==> config.mk <==
export PLATFORM = sky130hd
export DESIGN_NAME = button_press_classifier_blinker_core
export DESIGN_NICKNAME = d
export VERILOG_FILES = /design/src/design/bpcb_pkg.sv /design/src/design/bpcb_step.sv /design/src/design/button_press_classifier_blinker_core.sv
export SDC_FILE = /design/constraint.sdc
export NUM_CORES = 1
export LEC_CHECK = 0
export BUFFER_PORTS_ARGS = -buffer_cell sky130_fd_sc_hd__buf_2
export CAP_MARGIN = 20
export CORE_ASPECT_RATIO = 0.9
export CORE_MARGIN = 4
export CORE_UTILIZATION = 52
export CTS_CLUSTER_DIAMETER = 150
export DETAILED_ROUTE_END_ITERATION = 6
export PLACE_DENSITY = 0.76
export SETUP_SLACK_MARGIN = 0.5
export SLEW_MARGIN = 20
export SYNTH_ARGS = -nofsm -noshare
export SYNTH_HDL_FRONTEND = slang
export SYNTH_SLANG_ARGS = --single-unit
==> constraint.sdc <==
create_clock -name clk -period 5 [get_ports clk]
set_clock_uncertainty 0.2 [all_clocks]
set_input_delay 1 -clock clk [delete_from_list [all_inputs] [get_ports clk]]
set_output_delay 1 -clock clk [all_outputs]
set_load 0.005 [all_outputs]
==> src/design/bpcb_pkg.sv <==
// Shared types and constants for the button press classifier and LED driver.
`default_nettype none
package bpcb_pkg;

  localparam int COUNT_WIDTH = 16;
  localparam int CFG_WIDTH   = 16;
  localparam int CMP_WIDTH   = (COUNT_WIDTH > CFG_WIDTH) ? COUNT_WIDTH : CFG_WIDTH;
  localparam int ADDR_WIDTH  = 4;
  localparam int DATA_WIDTH  = 32;

  localparam logic [COUNT_WIDTH-1:0] COUNT_MAX = {COUNT_WIDTH{1'b1}};

  localparam logic [CFG_WIDTH-1:0] MIN_PRESS_RST  = CFG_WIDTH'(3);
  localparam logic [CFG_WIDTH-1:0] LONG_PRESS_RST = CFG_WIDTH'(1000);
  localparam logic [CFG_WIDTH-1:0] HOLD_LIMIT_RST = CFG_WIDTH'(60000);
  localparam logic [CFG_WIDTH-1:0] BLINK_RST      = CFG_WIDTH'(50);

  typedef enum logic [1:0] {
    MODE_NONE = 2'd0,
    MODE_ON   = 2'd1,
    MODE_OFF  = 2'd2,
    MODE_LONG = 2'd3
  } mode_t;

  typedef enum logic [1:0] {
    REG_MIN_PRESS  = 2'd0,
    REG_LONG_PRESS = 2'd1,
    REG_HOLD_LIMIT = 2'd2,
    REG_BLINK      = 2'd3
  } reg_idx_t;

  typedef struct packed {
    logic [CFG_WIDTH-1:0] min_press;
    logic [CFG_WIDTH-1:0] long_press;
    logic [CFG_WIDTH-1:0] hold_limit;
    logic [CFG_WIDTH-1:0] blink;
  } bpcb_cfg_t;

  typedef struct packed {
    logic                   pressed;
    logic [COUNT_WIDTH-1:0] hold_count;
    logic                   toggle;
    mode_t                  mode;
    logic [COUNT_WIDTH-1:0] blink_count;
    logic                   toggle_led;
    logic                   blink_led;
  } bpcb_state_t;

endpackage
`default_nettype wire

==> src/design/bpcb_step.sv <==
// Next-state logic for one sample tick: press classification, then both LEDs.
`default_nettype none
module bpcb_step (
  input  wire logic                 level,
  input  wire bpcb_pkg::bpcb_cfg_t   cfg,
  input  wire bpcb_pkg::bpcb_state_t cur,
  output bpcb_pkg::bpcb_state_t     nxt
);
  import bpcb_pkg::*;

  logic [CMP_WIDTH-1:0]   cap;
  logic [CMP_WIDTH-1:0]   hold_ext;
  logic [CMP_WIDTH-1:0]   hold_inc_ext;
  logic [COUNT_WIDTH-1:0] hold_inc;
  logic [COUNT_WIDTH-1:0] blink_inc;
  logic                   short_press;
  bpcb_state_t            cls;

  // hold counter caps at the smaller of hold_limit and the counter's full scale
  always_comb begin
    if (CMP_WIDTH'(cfg.hold_limit) > CMP_WIDTH'(COUNT_MAX)) begin
      cap = CMP_WIDTH'(COUNT_MAX);
    end else begin
      cap = CMP_WIDTH'(cfg.hold_limit);
    end
  end

  assign hold_ext     = CMP_WIDTH'(cur.hold_count);
  assign hold_inc     = (hold_ext < cap) ? cur.hold_count + 1'b1 : cur.hold_count;
  assign hold_inc_ext = CMP_WIDTH'(hold_inc);
  assign short_press  = (hold_ext > CMP_WIDTH'(cfg.min_press)) &&
                        (hold_ext < CMP_WIDTH'(cfg.long_press));

  always_comb begin
    cls = cur;
    if (!level) begin
      cls.pressed    = 1'b1;
      cls.hold_count = hold_inc;
      if (hold_inc_ext == CMP_WIDTH'(cfg.long_press)) begin
        cls.mode = MODE_LONG;
      end
    end else if (cur.pressed) begin
      if (short_press) begin
        cls.toggle = ~cur.toggle;
        cls.mode   = cur.toggle ? MODE_OFF : MODE_ON;
      end
      cls.pressed    = 1'b0;
      cls.hold_count = '0;
    end
  end

  assign blink_inc = (cls.blink_count != COUNT_MAX) ? cls.blink_count + 1'b1
                                                    : cls.blink_count;

  always_comb begin
    nxt = cls;
    if (cls.mode == MODE_ON) begin
      nxt.toggle_led = 1'b0;
    end else if (cls.mode == MODE_OFF) begin
      nxt.toggle_led = 1'b1;
    end
    if (cls.mode == MODE_LONG) begin
      if (CMP_WIDTH'(blink_inc) >= CMP_WIDTH'(cfg.blink)) begin
        nxt.blink_led   = ~cls.blink_led;
        nxt.blink_count = '0;
      end else begin
        nxt.blink_count = blink_inc;
      end
    end else begin
      nxt.blink_led   = 1'b1;
      nxt.blink_count = '0;
    end
  end

endmodule
`default_nettype wire

==> src/design/button_press_classifier_blinker_core.sv <==
// Top level: request/result pipeline, register file and state of the press classifier.
// A request is captured in the input stage; its result is then registered for out_*.
// Throughput: one request per cycle, set by the next-state pass, unless out_stall holds.
// in_stall rises only when the input stage is full and the result register is held.
// Reset (rst_n low, synchronous): registers return to 3/1000/60000/50, mode none,
// both LEDs off, counters cleared, pipeline emptied.
`default_nettype none
module button_press_classifier_blinker_core (
  input  wire logic                           clk,
  input  wire logic                           rst_n,
  input  wire logic                           in_valid,
  output logic                                in_stall,
  input  wire logic                           in_button_level,
  output logic                                out_valid,
  input  wire logic                           out_stall,
  output logic [1:0]                          out_mode_code,
  output logic                                out_toggle_led_pin,
  output logic                                out_blink_led_pin,
  input  wire logic                           psel,
  input  wire logic                           penable,
  input  wire logic                           pwrite,
  input  wire logic [bpcb_pkg::ADDR_WIDTH-1:0] paddr,
  input  wire logic [bpcb_pkg::DATA_WIDTH-1:0] pwdata,
  output logic [bpcb_pkg::DATA_WIDTH-1:0]     prdata,
  output logic                                pready
);
  import bpcb_pkg::*;

  bpcb_cfg_t   cfg_r;
  bpcb_state_t st_r;
  bpcb_state_t st_nxt;
  logic        s1_valid_r;
  logic        s1_level_r;
  logic        out_valid_r;
  logic [1:0]  mode_out_r;
  logic        tled_out_r;
  logic        bled_out_r;
  logic        s1_adv;
  logic        cfg_wr;
  reg_idx_t    reg_sel;

  // register file
  assign pready  = 1'b1;
  assign cfg_wr  = psel && penable && pwrite;
  assign reg_sel = reg_idx_t'(paddr[3:2]);

  always_comb begin
    unique case (reg_sel)
      REG_MIN_PRESS:  prdata = DATA_WIDTH'(cfg_r.min_press);
      REG_LONG_PRESS: prdata = DATA_WIDTH'(cfg_r.long_press);
      REG_HOLD_LIMIT: prdata = DATA_WIDTH'(cfg_r.hold_limit);
      REG_BLINK:      prdata = DATA_WIDTH'(cfg_r.blink);
      default:        prdata = '0;
    endcase
  end

  always_ff @(posedge clk) begin
    if (!rst_n) begin
      cfg_r.min_press  <= MIN_PRESS_RST;
      cfg_r.long_press <= LONG_PRESS_RST;
      cfg_r.hold_limit <= HOLD_LIMIT_RST;
      cfg_r.blink      <= BLINK_RST;
    end else if (cfg_wr) begin
      unique case (reg_sel)
        REG_MIN_PRESS:  cfg_r.min_press  <= pwdata[CFG_WIDTH-1:0];
        REG_LONG_PRESS: cfg_r.long_press <= pwdata[CFG_WIDTH-1:0];
        REG_HOLD_LIMIT: cfg_r.hold_limit <= pwdata[CFG_WIDTH-1:0];
        REG_BLINK:      cfg_r.blink      <= pwdata[CFG_WIDTH-1:0];
        default:        ;
      endcase
    end
  end

  // input stage moves on whenever the result register is empty or being drained
  assign s1_adv   = !out_valid_r || !out_stall;
  assign in_stall = s1_valid_r && !s1_adv;

  always_ff @(posedge clk) begin
    if (!rst_n) begin
      s1_valid_r <= 1'b0;
    end else if (!in_stall) begin
      s1_valid_r <= in_valid;
    end
  end

  always_ff @(posedge clk) begin
    if (!in_stall && in_valid) begin
      s1_level_r <= in_button_level;
    end
  end

  bpcb_step u_step (
    .level (s1_level_r),
    .cfg   (cfg_r),
    .cur   (st_r),
    .nxt   (st_nxt)
  );

  always_ff @(posedge clk) begin
    if (!rst_n) begin
      st_r.pressed     <= 1'b0;
      st_r.hold_count  <= '0;
      st_r.toggle      <= 1'b0;
      st_r.mode        <= MODE_NONE;
      st_r.blink_count <= '0;
      st_r.toggle_led  <= 1'b1;
      st_r.blink_led   <= 1'b1;
    end else if (s1_valid_r && s1_adv) begin
      st_r <= st_nxt;
    end
  end

  // result register
  always_ff @(posedge clk) begin
    if (!rst_n) begin
      out_valid_r <= 1'b0;
    end else if (s1_adv) begin
      out_valid_r <= s1_valid_r;
    end
  end

  always_ff @(posedge clk) begin
    if (s1_valid_r && s1_adv) begin
      mode_out_r <= st_nxt.mode;
      tled_out_r <= st_nxt.toggle_led;
      bled_out_r <= st_nxt.blink_led;
    end
  end

  assign out_valid          = out_valid_r;
  assign out_mode_code      = mode_out_r;
  assign out_toggle_led_pin = tled_out_r;
  assign out_blink_led_pin  = bled_out_r;

  a_blink_idle: assert property (@(posedge clk) disable iff (!rst_n)
    (st_r.mode != MODE_LONG) |-> (st_r.blink_led && (st_r.blink_count == '0)))
    else $error("blink LED active outside long hold");

  a_hold_clear: assert property (@(posedge clk) disable iff (!rst_n)
    !st_r.pressed |-> (st_r.hold_count == '0))
    else $error("hold count nonzero while released");

  a_toggle_led: assert property (@(posedge clk) disable iff (!rst_n)
    ((st_r.mode == MODE_ON) |-> !st_r.toggle_led) and
    ((st_r.mode == MODE_OFF) |-> st_r.toggle_led))
    else $error("toggle LED disagrees with mode");

  a_advance: assert property (@(posedge clk) disable iff (!rst_n)
    (s1_valid_r && s1_adv) |=> out_valid_r)
    else $error("request advanced without producing a result");

endmodule
`default_nettype wire

==> run summary <==
status = finished clean
area grow syn2layout = 10.4%
max incr delay on CP = 360 ps
most common cell in the netlist = nand2_1
routability cong. = 0.963
worst slew pin tran = 843 ps
type of the worst setup path = flip-flop to flip-flop
number of antenna cells inserted = 0
RSZ-0062 raised after global routing = no
Residual DRC = 0
DIE WIDTH = 134 um
Placed Cells incl. Taps = 1131
Min Hold Slack = 287 ps
CTS tree = yes
Die ar. = 16300 um^2
drt first pass iters = 5
final setup violation count = 0
Hold Path Depth = 2
Num CTS Buffers = 9
top area cells in the synthesized netlist = dfxtp_1 (28%), ha_1 (11%), nand2_1 (8.5%)
initial core utilization = 53.1%
clk slew on worst S/H paths = 80 ps
vias in the first global route = 6176
Filler Cells Inserted = 1263
min Tclk post-route = 4240 ps
Post-Layout Inst Area = 8240 um^2
Final WS setup = 756 ps
CP max-delay cell = dfxtp_1
maxcap violations = 0
routed wire length = 20.9 mm
clock buffer depth = 2
fin nets = 1057
gr ovfl total = 0
switch share = 26.2%
Final TNS setup = 0 ps
Syn Inst Count = 912
critical-path maximum fanout = 12
Skew-Pair Late Insertion Delay = 360 ps
Max-slew headroom = 43.8%
Vias/cell = 5.86
DP Worst Slack = 221 ps
Sink Count = 109
global-route usage over all layers = 25.5%
Setup crit end kind = flip-flop
worst r2r path cells = 20
sequential cell area fraction in the yosys report = 29.9%
Yosys reg bits = 109
# rows = 41
Fin. Hold Viols = 0
WL/cell = 18.2 um
Initial DRC Count = 821
total power = 1.83 mW
largest net degree at the start of global routing = 89
synthesized area = 7460 um^2
Max Freq = 236 MHz
Synth warnings = 0
HPWL after DPL = 15.2 mm
initial antenna violation count = 0
Hold Crit Class = flip-flop to flip-flop
synth cell count leaders = nand2_1 (169), dfxtp_1 (104), inv_1 (70), ha_1 (64), a21boi_0 (48)
Pleak = 3.34 nW
Final Util = 58.6%
flop-to-flop setup slack = 760 ps
# IOs = 83
Power Dens Cells = 222 nW/um^2
Die H = 122 um
Internal = 1.35 mW
Setup crit start kind = flip-flop
sequential power share = 49.3%
Worst EP required = 5060 ps
Hold Crit Start = cfg_r[20]
htree depth = 3
unique cell type count in the Yosys netlist = 83
placed cell area = 7840 um^2
Clock Tree Root = clkbuf_16
Port-buffer cells = 47
Hold Path End = cfg_r[20]
Top FF cell, synth = dfxtp_1
first-pass GRT wire length = 33.0 mm
Sw Pwr = 0.478 mW
area leader, netlist = dfxtp_1
antenna-violating nets left = 0
ys async rst share = 0%
fin crit share = 84.9%
combinational group share of total power = 8.2%
FF-to-FF End = st_r[2]
clock share of power = 42.5%
Worst EP arrival = 4300 ps
Finished Layout Cells = 1147
vias = 6718
Synth Area per Inst = 8.18 um^2
Yosys top cell area share = 27.9%
Post-synth EDFFs = 5
Slew Viols, Final = 0
worst r2r src = st_r[10]
core box area = 14100 um^2
VDD IR max = 0.000233 V
layout cells sized above 1 = 15.2%
critical-path cell list = and3_1, nand3_1, nor2_2, and3_4, nand3_4, nor2_2, buf_4, mux2_2, ha_1, nand2_1, o21ai_1, a41oi_2, o21bai_1, a21oi_2, o31ai_2, a21oi_2, and3_4, o211ai_4, nor3_1, a211o_1
repair_timing:
item | 4_1_cts | 5_1_grt
pin swaps | 2 | 4
setup endpoints to repair | 18 | 18
hold buffers | 0 | 0
resized for setup | 7 | 15
setup buffers | 0 | 0
cells in the final DEF (no fill, tap or decap), drive strengths merged, types with 16 or more instances in the layout:
cell,count
nand2,170
dfxtp,104
inv,73
buf,65
ha,64
a21boi,48
a21oi,47
o21ai,43
nor2,40
nand3,22
o211ai,19
conb,17
xnor2,16
mux4,16
nor3,16
and3,16
area by class of cell:
cell class / count / area, um^2 / area share (%)
Clock buffer: 9 / 225 / 2.73
Clock inverter: 7 / 92.6 / 1.12
Inverter: 71 / 267 / 3.23
Multi-Input combinational cell: 693 / 4810 / 58.4
Sequential cell: 109 / 2230 / 27.1
Tap cell: 193 / 241 / 2.93
Timing Repair Buffer: 65 / 370 / 4.50
power groups by stage:
| stage | registers (mW) | logic (mW) | clock network, mW |
|---|---|---|---|
| floorplan | 0.914 | 0.107 | 0 |
| global placement | 0.919 | 0.144 | 0 |
| detailed placement | 0.919 | 0.145 | 0 |
| CTS | 0.898 | 0.147 | 0.779 |
| global route | 0.901 | 0.165 | 0.819 |
| finish | 0.899 | 0.150 | 0.776 |
metal layers:
layer	part of all wire, %	global-route usage, %
met3	8.6	5.74
met1	44	36.0
met2	45	39.8
met4	2.0	6.49
met5	0	0
critical path, delay by kind of cell, from the launching register on:
kind / cells / cell delay (ps)
AO/OA/AOI/OAI: 8 / 1470
multiplexers: 1 / 350
flip-flops: 1 / 360
AND/OR/NAND/NOR: 9 / 1320
adder cells (fa/ha/maj): 1 / 270
buffers and inverters: 1 / 170
sequential cells by signal (all words and copies together), names as in the netlist:
name                flops
s1_valid_r              1
out_valid               1
out_blink_led_pin       1
out_toggle_led_pin      1
out_mode_code           2
s1_level_r              1
cfg_r                  64
st_r                   38
worst max path at each step:
stage | from | end | slack [ps] | cells after the start
after floorplan | st_r[8] | st_r[4] | 700 | 22
after global placement | st_r[8] | st_r[4] | 370 | 20
after detailed placement | st_r[8] | st_r[4] | 220 | 20
after CTS | st_r[8] | st_r[4] | 520 | 20
after global routing | st_r[10] | st_r[4] | 510 | 20
final | st_r[10] | st_r[2] | 760 | 20
logic make-up after synthesis:
logic type      synth area share (%)
flops                           29.9
fa+ha+maj                       10.7
other cells                    0.101
xor+xnor                        3.52
compound gates                  21.0
simple gates                    21.6
mux                             5.55
buf+inv                         7.63
(Power assumes the default switching activity.)
